**src/rtl/sgtr_pkg.sv**
```systemverilog
// Shared types, constants and the 5x7 glyph table for the scaled glyph text renderer.
// Used by sgtr_raster and scaled_glyph_text_renderer. No dependencies.
package sgtr_pkg;

    localparam int GLYPH_W = 5;
    localparam int GLYPH_H = 7;

    // one row per entry, first row on top; bit 4 is the leftmost dot
    typedef logic [0:GLYPH_H-1][GLYPH_W-1:0] glyph_t;

    localparam logic [4:0]         SCALE_MIN  = 5'd1;
    localparam logic [4:0]         SCALE_MAX  = 5'd16;
    localparam logic signed [13:0] CURSOR_MAX = 14'sd8191;

    localparam logic [1:0] REG_GLYPH_SCALE  = 2'd0;
    localparam logic [1:0] REG_CHAR_SPACING = 2'd1;
    localparam logic [1:0] REG_DRAW_COLOR   = 2'd2;
    localparam logic [1:0] REG_BYTE_SWAP    = 2'd3;

    localparam logic OP_DRAW = 1'b0;
    localparam logic OP_READ = 1'b1;

    localparam logic [7:0] CH_ZERO    = 8'h30;
    localparam logic [7:0] CH_NINE    = 8'h39;
    localparam logic [7:0] CH_UPPER_A = 8'h41;
    localparam logic [7:0] CH_UPPER_Z = 8'h5A;
    localparam logic [7:0] CH_LOWER_A = 8'h61;
    localparam logic [7:0] CH_LOWER_Z = 8'h7A;
    localparam logic [7:0] CH_DASH    = 8'h2D;
    localparam logic [7:0] CH_DOT     = 8'h2E;
    localparam logic [7:0] CH_APOST   = 8'h27;

    localparam glyph_t FONT_DIGITS [10] = '{
        '{5'd14, 5'd17, 5'd19, 5'd21, 5'd25, 5'd17, 5'd14},
        '{5'd4,  5'd12, 5'd4,  5'd4,  5'd4,  5'd4,  5'd14},
        '{5'd14, 5'd17, 5'd1,  5'd2,  5'd4,  5'd8,  5'd31},
        '{5'd30, 5'd1,  5'd1,  5'd14, 5'd1,  5'd1,  5'd30},
        '{5'd2,  5'd6,  5'd10, 5'd18, 5'd31, 5'd2,  5'd2 },
        '{5'd31, 5'd16, 5'd16, 5'd30, 5'd1,  5'd1,  5'd30},
        '{5'd14, 5'd16, 5'd16, 5'd30, 5'd17, 5'd17, 5'd14},
        '{5'd31, 5'd1,  5'd2,  5'd4,  5'd8,  5'd8,  5'd8 },
        '{5'd14, 5'd17, 5'd17, 5'd14, 5'd17, 5'd17, 5'd14},
        '{5'd14, 5'd17, 5'd17, 5'd15, 5'd1,  5'd1,  5'd14}
    };

    localparam glyph_t FONT_LETTERS [26] = '{
        '{5'd14, 5'd17, 5'd17, 5'd31, 5'd17, 5'd17, 5'd17},
        '{5'd30, 5'd17, 5'd17, 5'd30, 5'd17, 5'd17, 5'd30},
        '{5'd14, 5'd17, 5'd16, 5'd16, 5'd16, 5'd17, 5'd14},
        '{5'd30, 5'd17, 5'd17, 5'd17, 5'd17, 5'd17, 5'd30},
        '{5'd31, 5'd16, 5'd16, 5'd30, 5'd16, 5'd16, 5'd31},
        '{5'd31, 5'd16, 5'd16, 5'd30, 5'd16, 5'd16, 5'd16},
        '{5'd14, 5'd17, 5'd16, 5'd23, 5'd17, 5'd17, 5'd14},
        '{5'd17, 5'd17, 5'd17, 5'd31, 5'd17, 5'd17, 5'd17},
        '{5'd31, 5'd4,  5'd4,  5'd4,  5'd4,  5'd4,  5'd31},
        '{5'd1,  5'd1,  5'd1,  5'd1,  5'd17, 5'd17, 5'd14},
        '{5'd17, 5'd18, 5'd20, 5'd24, 5'd20, 5'd18, 5'd17},
        '{5'd16, 5'd16, 5'd16, 5'd16, 5'd16, 5'd16, 5'd31},
        '{5'd17, 5'd27, 5'd21, 5'd21, 5'd17, 5'd17, 5'd17},
        '{5'd17, 5'd25, 5'd21, 5'd19, 5'd17, 5'd17, 5'd17},
        '{5'd14, 5'd17, 5'd17, 5'd17, 5'd17, 5'd17, 5'd14},
        '{5'd30, 5'd17, 5'd17, 5'd30, 5'd16, 5'd16, 5'd16},
        '{5'd14, 5'd17, 5'd17, 5'd17, 5'd21, 5'd18, 5'd13},
        '{5'd30, 5'd17, 5'd17, 5'd30, 5'd20, 5'd18, 5'd17},
        '{5'd15, 5'd16, 5'd16, 5'd14, 5'd1,  5'd1,  5'd30},
        '{5'd31, 5'd4,  5'd4,  5'd4,  5'd4,  5'd4,  5'd4 },
        '{5'd17, 5'd17, 5'd17, 5'd17, 5'd17, 5'd17, 5'd14},
        '{5'd17, 5'd17, 5'd17, 5'd17, 5'd17, 5'd10, 5'd4 },
        '{5'd17, 5'd17, 5'd17, 5'd21, 5'd21, 5'd21, 5'd10},
        '{5'd17, 5'd17, 5'd10, 5'd4,  5'd10, 5'd17, 5'd17},
        '{5'd17, 5'd17, 5'd10, 5'd4,  5'd4,  5'd4,  5'd4 },
        '{5'd31, 5'd1,  5'd2,  5'd4,  5'd8,  5'd16, 5'd31}
    };

    localparam glyph_t GLYPH_DASH  = '{5'd0, 5'd0, 5'd0, 5'd31, 5'd0, 5'd0,  5'd0 };
    localparam glyph_t GLYPH_DOT   = '{5'd0, 5'd0, 5'd0, 5'd0,  5'd0, 5'd12, 5'd12};
    localparam glyph_t GLYPH_APOST = '{5'd4, 5'd4, 5'd0, 5'd0,  5'd0, 5'd0,  5'd0 };

    // fold lower case, then look up; codes without a glyph give an empty bitmap
    function automatic glyph_t glyph_lookup(input logic [7:0] code);
        logic [7:0] c;
        glyph_t     g;
        c = code;
        g = '0;
        if (code >= CH_LOWER_A && code <= CH_LOWER_Z)
        begin
            c = code - (CH_LOWER_A - CH_UPPER_A);
        end
        priority if (c >= CH_ZERO && c <= CH_NINE)
        begin
            g = FONT_DIGITS[4'(c - CH_ZERO)];
        end
        else if (c >= CH_UPPER_A && c <= CH_UPPER_Z)
        begin
            g = FONT_LETTERS[5'(c - CH_UPPER_A)];
        end
        else if (c == CH_DASH)
        begin
            g = GLYPH_DASH;
        end
        else if (c == CH_DOT)
        begin
            g = GLYPH_DOT;
        end
        else if (c == CH_APOST)
        begin
            g = GLYPH_APOST;
        end
        else
        begin
            g = '0;
        end
        return g;
    endfunction

endpackage

```
**src/rtl/sgtr_raster.sv**
```systemverilog
// Glyph rasterizer: a small sequencer that steps one dot or one pixel per cycle,
// clips against the store and issues pixel write addresses. Uses sgtr_pkg.
module sgtr_raster #(
    parameter int  PANEL_WIDTH  = 480,
    parameter int  PANEL_HEIGHT = 272,
    localparam int AW           = $clog2(2 * PANEL_WIDTH * PANEL_HEIGHT)
) (
    input  logic                  clk,
    input  logic                  rst_n,
    input  logic                  start,
    input  sgtr_pkg::glyph_t      glyph,
    input  logic signed [13:0]    org_x,
    input  logic signed [11:0]    org_y,
    input  logic [4:0]            scale,
    output logic                  busy,
    output logic                  done,
    output logic                  px_valid,
    output logic [AW-1:0]         px_addr
);

    import sgtr_pkg::*;

    localparam int STORE_COLS = 2 * PANEL_WIDTH;
    localparam int DEPTH      = STORE_COLS * PANEL_HEIGHT;
    localparam int XW         = $clog2(STORE_COLS);
    localparam int YW         = $clog2(PANEL_HEIGHT);
    localparam logic signed [14:0] COLS_S = 15'(STORE_COLS);
    localparam logic signed [12:0] ROWS_S = 13'(PANEL_HEIGHT);

    logic               busy_reg,     busy_next;
    logic               done_reg,     done_next;
    glyph_t             glyph_reg,    glyph_next;
    logic [4:0]         scale_reg,    scale_next;
    logic [3:0]         scale_m1_reg, scale_m1_next;
    logic [2:0]         row_reg,      row_next;
    logic [2:0]         col_reg,      col_next;
    logic [3:0]         sx_reg,       sx_next;
    logic [3:0]         sy_reg,       sy_next;
    logic signed [14:0] org_x_reg,    org_x_next;
    logic signed [14:0] dot_x_reg,    dot_x_next;
    logic signed [12:0] dot_y_reg,    dot_y_next;
    logic signed [14:0] pix_x_reg,    pix_x_next;
    logic signed [12:0] pix_y_reg,    pix_y_next;
    logic               px_valid_reg, px_valid_next;
    logic [AW-1:0]      px_addr_reg,  px_addr_next;

    logic               lit;
    logic               sx_last;
    logic               sy_last;
    logic               dot_end;
    logic               col_last;
    logic               row_last;
    logic               in_store;
    logic signed [14:0] step_x;
    logic signed [12:0] step_y;
    logic [AW-1:0]      addr_calc;

    assign lit      = glyph_reg[row_reg][3'(GLYPH_W - 1) - col_reg];
    assign sx_last  = (sx_reg == scale_m1_reg);
    assign sy_last  = (sy_reg == scale_m1_reg);
    assign dot_end  = !lit || (sx_last && sy_last);
    assign col_last = (col_reg == 3'(GLYPH_W - 1));
    assign row_last = (row_reg == 3'(GLYPH_H - 1));
    assign step_x   = {10'd0, scale_reg};
    assign step_y   = {8'd0, scale_reg};
    assign in_store = !pix_x_reg[14] && (pix_x_reg < COLS_S) &&
                      !pix_y_reg[12] && (pix_y_reg < ROWS_S);
    assign addr_calc = AW'(pix_y_reg[YW-1:0]) * AW'(STORE_COLS) + AW'(pix_x_reg[XW-1:0]);

    always_comb
    begin
        busy_next     = busy_reg;
        done_next     = 1'b0;
        glyph_next    = glyph_reg;
        scale_next    = scale_reg;
        scale_m1_next = scale_m1_reg;
        row_next      = row_reg;
        col_next      = col_reg;
        sx_next       = sx_reg;
        sy_next       = sy_reg;
        org_x_next    = org_x_reg;
        dot_x_next    = dot_x_reg;
        dot_y_next    = dot_y_reg;
        pix_x_next    = pix_x_reg;
        pix_y_next    = pix_y_reg;
        px_valid_next = 1'b0;
        px_addr_next  = addr_calc;
        if (start)
        begin
            busy_next     = 1'b1;
            glyph_next    = glyph;
            scale_next    = scale;
            scale_m1_next = 4'(scale - 5'd1);
            row_next      = '0;
            col_next      = '0;
            sx_next       = '0;
            sy_next       = '0;
            org_x_next    = {org_x[13], org_x};
            dot_x_next    = {org_x[13], org_x};
            pix_x_next    = {org_x[13], org_x};
            dot_y_next    = {org_y[11], org_y};
            pix_y_next    = {org_y[11], org_y};
        end
        else if (busy_reg)
        begin
            px_valid_next = lit && in_store;
            if (dot_end)
            begin
                sx_next = '0;
                sy_next = '0;
                if (col_last)
                begin
                    col_next   = '0;
                    dot_x_next = org_x_reg;
                    pix_x_next = org_x_reg;
                    if (row_last)
                    begin
                        busy_next = 1'b0;
                        done_next = 1'b1;
                    end
                    else
                    begin
                        row_next   = row_reg + 3'd1;
                        dot_y_next = dot_y_reg + step_y;
                        pix_y_next = dot_y_reg + step_y;
                    end
                end
                else
                begin
                    col_next   = col_reg + 3'd1;
                    dot_x_next = dot_x_reg + step_x;
                    pix_x_next = dot_x_reg + step_x;
                    pix_y_next = dot_y_reg;
                end
            end
            else if (sx_last)
            begin
                sx_next    = '0;
                pix_x_next = dot_x_reg;
                sy_next    = sy_reg + 4'd1;
                pix_y_next = pix_y_reg + 13'sd1;
            end
            else
            begin
                sx_next    = sx_reg + 4'd1;
                pix_x_next = pix_x_reg + 15'sd1;
            end
        end
    end

    always_ff @(posedge clk or negedge rst_n)
    begin
        if (!rst_n)
        begin
            busy_reg     <= 1'b0;
            done_reg     <= 1'b0;
            px_valid_reg <= 1'b0;
            row_reg      <= '0;
            col_reg      <= '0;
            sx_reg       <= '0;
            sy_reg       <= '0;
        end
        else
        begin
            busy_reg     <= busy_next;
            done_reg     <= done_next;
            px_valid_reg <= px_valid_next;
            row_reg      <= row_next;
            col_reg      <= col_next;
            sx_reg       <= sx_next;
            sy_reg       <= sy_next;
        end
    end

    always_ff @(posedge clk)
    begin
        glyph_reg    <= glyph_next;
        scale_reg    <= scale_next;
        scale_m1_reg <= scale_m1_next;
        org_x_reg    <= org_x_next;
        dot_x_reg    <= dot_x_next;
        dot_y_reg    <= dot_y_next;
        pix_x_reg    <= pix_x_next;
        pix_y_reg    <= pix_y_next;
        px_addr_reg  <= px_addr_next;
    end

    assign busy     = busy_reg;
    assign done     = done_reg;
    assign px_valid = px_valid_reg;
    assign px_addr  = px_addr_reg;

    a_addr_in_store: assert property (@(posedge clk) disable iff (!rst_n)
        px_valid_reg |-> px_addr_reg < AW'(DEPTH))
        else $error("pixel address beyond store");

    a_done_ends_busy: assert property (@(posedge clk) disable iff (!rst_n)
        done_reg |-> !busy_reg && $past(busy_reg))
        else $error("done without a finished glyph");

endmodule
```
**config.mk**
```make
export PLATFORM = sky130hd
export DESIGN_NAME = sgtr_raster
export DESIGN_NICKNAME = d
export VERILOG_FILES = /design/src/rtl/sgtr_pkg.sv /design/src/rtl/sgtr_raster.sv
export SDC_FILE = /design/constraint.sdc
export NUM_CORES = 1
export LEC_CHECK = 0
export BUFFER_PORTS_ARGS = -buffer_cell sky130_fd_sc_hd__buf_2
export CORE_ASPECT_RATIO = 1.2
export CORE_UTILIZATION = 63
export CTS_CLUSTER_SIZE = 20
export DETAILED_ROUTE_END_ITERATION = 12
export PLACE_DENSITY_LB_ADDON = 0.1
export SLEW_MARGIN = 20
export SYNTH_ARGS = -nofsm -noshare
export SYNTH_HDL_FRONTEND = slang
export SYNTH_SLANG_ARGS = --single-unit
```
**constraint.sdc**
```tcl
create_clock -name clk -period 6.95 [get_ports clk]
set_input_delay 0.3475 -clock clk [delete_from_list [all_inputs] [get_ports clk]]
set_output_delay 0.3475 -clock clk [all_outputs]
set_load 0.1 [all_outputs]
```
==> out/results.ini, run 1 <==
[floorplanning]
die_h_um=132.7
core.rowCount=47
die_area_mm2=0.01471
core-area_mm2=0.01382
ios=90
die_x_um=110.9
start_util_pct=64.87

[job]
cap_viol_max_count=0

[timing]
grt_setup_unrepaired=false
setup-violations-final=0
finalCriticalPeriod_ns=3.926
period_share_pct=56.50
clock.fmax_mhz=254.7
worst_slack_ns=3.024
finalClockSkew_ns=0.01078
tightest_slew_ns=0.8383
slew_viol_final=0
final-hold-violation-count=0
fin_hold_ws_ns=0.08318
slew_headroom_pct=44.11
tns_ns=0

[global_routing]
grt-ovfl-total=0
grt_max_degree=79
antenna_found_initial=0
grt_pass1_wl_um=33650
first_global_vias=6931
grtUsageTotal_pct=28.97

[synth]
avgSynthCellArea_um2=10.80
ys.flop_type=edfxtp_1
synth_seq_cells=149
yosys.area.top_type_share_pct=38.19
synth-edff-count=114
yosysTopAreaCell=edfxtp_1
async_flop_share_pct=11.41
yosysWarnings=0
yosysSeqAreaShare_pct=46.95
syn_inst=830
synth.distinct_cells=67
synth_area_leaders=edfxtp_1 38%, ha_1 6.3%, dfrtp_1 4.7%
synth_area_mm2=0.008965
synth.net_count=962

[route]
drt-total-wl_um=20580
drt-initial-drc-count=636
post_drt_wl_per_cell_um=18.81
antenna_left=0
drt_first_pass_iters=5
vias_per_cell=6.293
vias=6885
drcViolationCount=0

[place]
gp_congestion=0.9195
dpl_worst_slack_ns=2.912
placement.io_buffers=89
dpl.hpwl_um=14700

[critical_path]
critPathMaxFanout=5
cpMaxStageDelayCell=a221oi_1
crit_family=adder cells
max_stage_delay_ns=0.56
crit_path_end_kind=register
worst-path-buf-inv=2
arrival_ns=4.28
cp_cell_sequence=inv_1 > fa_1 > fa_1 > inv_1 > ha_1 > o21ai_0 > o21ai_0 > a221oi_1 > nand3_1 > nor3b_1 > xor2_1
critPathRequiredTime_ns=7.31
path_class=register to register
crit_path_start_kind=register

[cts]
cts_buffer_depth=2
root_buffer=clkbuf_16
cts.sinks=149
htreeDepth=4
clock_latency_ns=0.43
clk_pin_slew_ns=0.07
cts_tree=done
cts_buffers=17
cts_resized=0

[cells_and_area]
largest_register_ffs=35
utilization_pct=73.16
layout-drive-gt1-share_pct=16.14
syn_to_final_growth_pct=12.78
nets=1042
antenna_cells=0

[run_status]
outcome=finished, final reports clean

[worst_hold_path]
hold_class=input port to register

## repair_timing
item / CTS / global route
hold buffers: 1 / 0
endpoints found under the hold margin: 17 / 0
endpoints found under the setup margin: 0 / 0
buffers inserted: 0 / 0
## Yosys cell counts (4+ instances only)
cell      instances
dfrtp_1          17
buf_6             4
nand4_1          15
nor3_1           18
nand2_1          66
xnor2_1          37
a21oi_1          34
edfxtp_1        114
and2_1            5
nor2_1           41
mux2i_1          17
nand3_1          32
a221o_1           4
dfxtp_1          18
inv_1            54
clkbuf_1         22
a211oi_1         13
xor2_1           35
o21ai_0          55
nor2b_1           9
o211ai_1         11
a32oi_1           4
and4_1            4
nand2b_1          5
fa_1             18
buf_2             4
ha_1             45
nor4_1            6
and3_1           10
o31ai_1           8
mux2_2           16
a22oi_1           4
o21a_1            6
o22ai_1           4
o311ai_0          7
a21o_1           12
## path summary, 6_finish.rpt
kind | from | end | slack [ns] | cells past startpoint
worst min register to register | pix_x_reg[1]$_DFFE_PP_ | px_addr[1]$_DFF_P_ | 0.40 | 0
worst max-delay path | pix_y_reg[3]$_DFFE_PP_ | px_addr[16]$_DFF_P_ | 3.02 | 11
worst max register to register | pix_y_reg[3]$_DFFE_PP_ | px_addr[16]$_DFF_P_ | 3.02 | 11
max in group asynchronous | rst_n | sy_reg[1]$_DFFE_PN0P_ | 6.24 | 2
min in group asynchronous | rst_n | row_reg[0]$_DFFE_PN0P_ | 0.40 | 2
worst min-delay path | glyph[1] | glyph_reg[1]$_DFFE_PP_ | 0.08 | 1
## layer usage
layer	track usage, %	vias to the layer above	share of wire, %	wire length (um)
li1	-	3226	-	-
met1	36.28	3308	41	8361
met2	49.65	290	50	10290
met3	4.718	61	6.0	1244
met4	12.74	0	3.4	690
met5	0	-	0	0
## layout by cell type, fill, tap and decap left out, types with 10 or more instances in the layout
cell type	count
a211oi_1	13
a21o_1	12
a21oi_1	34
and3_1	10
buf_2	88
clkbuf_16	17
dfrtp_1	17
dfxtp_1	18
edfxtp_1	114
fa_1	18
ha_1	45
inv_1	54
mux2_2	16
mux2i_1	17
nand2_1	66
nand3_1	32
nand4_1	15
nor2_1	41
nor3_1	18
o211ai_1	11
o21ai_0	55
xnor2_1	37
xor2_1	35
## layout make-up
type / count / area (um2)
fillers: 985 / 3709
clock buffers: 17 / 425.4
flip-flops and latches: 149 / 4209
inverters: 56 / 210.2
clock inverters: 15 / 177.7
multi-input cells: 590 / 4372
well taps: 171 / 214.0
repair buffers: 96 / 503.0
## logic make-up after synthesis
kind of cell / Yosys count / share of synthesized area (%)
and+or+nand+nor: 226 / 12.46
AOI/OAI and AO/OA: 192 / 14.18
DFF: 149 / 46.95
buffers and inverters: 91 / 4.285
xor gates and xnor gates: 72 / 7.034
adders and majority gates: 63 / 10.30
muxes: 37 / 4.787
## stage by stage
step                cells  area (um2)
floorplan             830        8965
global placement     1060        9490
detailed placement   1060        9490
CTS                  1093       10100
global route         1094       10110
finish               1094       10110
Power of run 1 is not shown: default switching activity piles up to over one toggle a cycle in this logic, so the estimate is an artifact.
==> run 2: changes to the inputs <==
--- a/config.mk
+++ b/config.mk
@@ -7,7 +7,7 @@
 export LEC_CHECK = 0
 export BUFFER_PORTS_ARGS = -buffer_cell sky130_fd_sc_hd__buf_2
 export CORE_ASPECT_RATIO = 1.2
-export CORE_UTILIZATION = 63
+export CORE_UTILIZATION = 60
 export CTS_CLUSTER_SIZE = 20
 export DETAILED_ROUTE_END_ITERATION = 12
 export PLACE_DENSITY_LB_ADDON = 0.1
==> constraint.sdc (replaced) <==
create_clock -name clk -period 3.7 [get_ports clk]
set_input_delay 0.185 -clock clk [delete_from_list [all_inputs] [get_ports clk]]
set_output_delay 0.185 -clock clk [all_outputs]
set_load 0.1 [all_outputs]
==> run 2 against run 1 <==
  * Non-clock buffer count increased by 75
  * Utilization increased by 1.6 points
  * Clock skew up 0.0028 ns
  * Via count grew 4.1%
  * Sequential cell count did not move
  * Maximum frequency rose by 11%
  * Global-route usage increased by 1.7 points
  * Routed wire length rose by 9.2%
  * Sequential share of layout area fell by 2.7 points
  * Count of clock-buffer cells in the layout up 3
  * Largest cell class unchanged
  * Highest routed layer unchanged
==> out/results.ini, run 2 (synthesis gave the netlist of run 1 again) <==
[global_routing]
first_global_vias=7298  ; was 6931
antenna_found_initial=0  ; unchanged
grt-ovfl-total=0  ; unchanged
grt_pass1_wl_um=36150  ; was 33650 um
grt_max_degree=62  ; was 79
grtUsageTotal_pct=30.64  ; was 28.97%

[floorplanning]
die_h_um=135.9  ; was 132.7 um
die_x_um=113.6  ; was 110.9 um
core.rowCount=48  ; was 47
core-area_mm2=0.01447  ; was 0.01382 mm2
ios=90  ; unchanged
start_util_pct=61.94  ; was 64.87%
die_area_mm2=0.01544  ; was 0.01471 mm2

[job]
cap_viol_max_count=0  ; unchanged

[critical_path]
path_class=register to register  ; unchanged
crit_path_start_kind=register  ; unchanged
cp_cell_sequence=clkinvlp_4 > fa_1 > fa_1 > inv_1 > ha_1 > a21o_1 > or3_1 > o211ai_1 > and4_1 > and4b_1 > xnor2_1  ; was inv_1 > fa_1 > fa_1 > inv_1 > ha_1 > o21ai_0 > o21ai_0 > a221oi_1 > nand3_1 > nor3b_1 > xor2_1
cpMaxStageDelayCell=fa_1  ; was a221oi_1
worst-path-buf-inv=2  ; unchanged
crit_family=adder cells  ; unchanged
path_depth=11  ; unchanged
critPathMaxFanout=6  ; was 5
rr_worst_depth=11  ; unchanged
arrival_ns=3.86  ; was 4.28 ns
max_stage_delay_ns=0.54  ; was 0.56 ns
critPathRequiredTime_ns=4.02  ; was 7.31 ns
crit_path_end_kind=register  ; unchanged
cp_common_cell=fa_1

[place]
placement.io_buffers=89  ; unchanged
placedCellCount=1108  ; was 1060
gp_congestion=0.8921  ; was 0.9195
dpl_worst_slack_ns=0.1506  ; was 2.912 ns
dpl.hpwl_um=15440  ; was 14700 um

[timing]
tightest_slew_ns=0.6799  ; was 0.8383 ns
period_share_pct=95.76  ; was 56.50%
clock.fmax_mhz=282.2  ; was 254.7 MHz
setup-violations-final=0  ; unchanged
finalCriticalPeriod_ns=3.543  ; was 3.926 ns
worst_slack_ns=0.1568  ; was 3.024 ns
slew_viol_final=0  ; unchanged
final-hold-violation-count=0  ; unchanged
slew_headroom_pct=54.19  ; was 44.11%
finalClockSkew_ns=0.01355  ; was 0.01078 ns

[route]
drt_first_pass_iters=8  ; was 5
drcViolationCount=0  ; unchanged
post_drt_wl_per_cell_um=18.77  ; was 18.81 um
vias_per_cell=5.981  ; was 6.293
drt-initial-drc-count=528  ; was 636
drt-total-wl_um=22480  ; was 20580 um
antenna_left=0  ; unchanged
vias=7165  ; was 6885

[cells_and_area]
nets=1117  ; was 1042
largest_register_ffs=35  ; unchanged
final_cell_count_no_fill=1198  ; was 1094
layout-drive-gt1-share_pct=17.13  ; was 16.14%
antenna_cells=0  ; unchanged
syn_to_final_growth_pct=20.68  ; was 12.78%
layout_common_cells=114 x edfxtp_1, 88 x buf_2, 66 x nand2_1  ; unchanged
final_common_cell=edfxtp_1  ; unchanged

[cts]
cts_buffer_depth=2  ; unchanged
cts_tree=done  ; unchanged
root_buffer=clkbuf_16  ; unchanged
clk_pin_slew_ns=0.06  ; was 0.07 ns
htreeDepth=4  ; unchanged
clock_latency_ns=0.44  ; was 0.43 ns
cts_buffers=17  ; unchanged
cts.sinks=149  ; unchanged

[run_status]
outcome=finished, final reports clean  ; unchanged

[worst_hold_path]
hold_class=input port to register  ; unchanged
min_path_cells=3  ; was 1

==> run 2: cell count changes in the layout (fill, tap and decap cells not counted), moves of 3 or more <==
cell / previous run / this run
dlygate4sd3_1: 1 / 55
clkbuf_1: 0 / 3
inv_8: 5 / 0
buf_4: 7 / 28
==> run 2: path summary, 6_finish.rpt <==
check	startpoint	to	slack (ns)
max	pix_y_reg[4]$_DFFE_PP_	px_addr[17]$_DFF_P_	0.16
min	org_y[8]	pix_y_reg[8]$_DFFE_PP_	0.05
max reg2reg	pix_y_reg[4]$_DFFE_PP_	px_addr[17]$_DFF_P_	0.16
min reg2reg	pix_x_reg[1]$_DFFE_PP_	px_addr[1]$_DFF_P_	0.40
max in group asynchronous	rst_n	sx_reg[0]$_DFFE_PN0P_	3.13
min in group asynchronous	rst_n	row_reg[0]$_DFFE_PN0P_	0.26
==> run 2: area by class of cell <==
cell class / instances / area, um2
well taps: 200 / 250.2
repair buffers: 171 / 1201
fillers: 989 / 3655
clock buffers: 20 / 436.7
inverters: 56 / 214.0
clock inverters: 12 / 118.9
multi-input cells: 590 / 4389
flip-flops and latches: 149 / 4209
==> run 2: per-stage QoR <==
stage | TNS [ns] | hold slack (ns) | util [%] | area [um2]
2_1_floorplan | 0 | -0.1106 | - | 8965
3_3_place_gp | 0 | 0.1412 | 66.81 | 9669
3_5_place_dp | 0 | 0.1394 | 66.81 | 9669
4_1_cts | 0 | 0.03974 | 74.45 | 10780
5_1_grt | -0.01395 | 0.07878 | 74.75 | 10820
6_report | 0 | 0.04827 | 74.75 | 10820
==> run 2: worst register-to-register path, cell delays in order, from the launching register on <==
cell and delay (ns):
edfxtp_1 0.42, clkinvlp_4 0.22, fa_1 0.54, fa_1 0.51
inv_1 0.04, ha_1 0.36, a21o_1 0.24, or3_1 0.31
o211ai_1 0.27, and4_1 0.25, and4b_1 0.21, xnor2_1 0.07
==> run 2: per-layer routing <==
| layer | global-route usage (%) | vias to the layer above | share of wire (%) |
|---|---|---|---|
| li1 | - | 3384 | - |
| met1 | 37.98 | 3454 | 41 |
| met2 | 52.91 | 283 | 51 |
| met3 | 5.082 | 44 | 5.0 |
| met4 | 13.16 | 0 | 2.8 |
| met5 | 0 | - | 0 |
==> run 2: what timing repair did <==
action / CTS / global route
setup endpoints to repair: 0 / 2
hold endpoints to repair: 71 / 0
hold buffers: 55 / 0
buffers inserted: 0 / 3
gates resized for setup: 0 / 6
Power of run 2 is left out for the same reason.
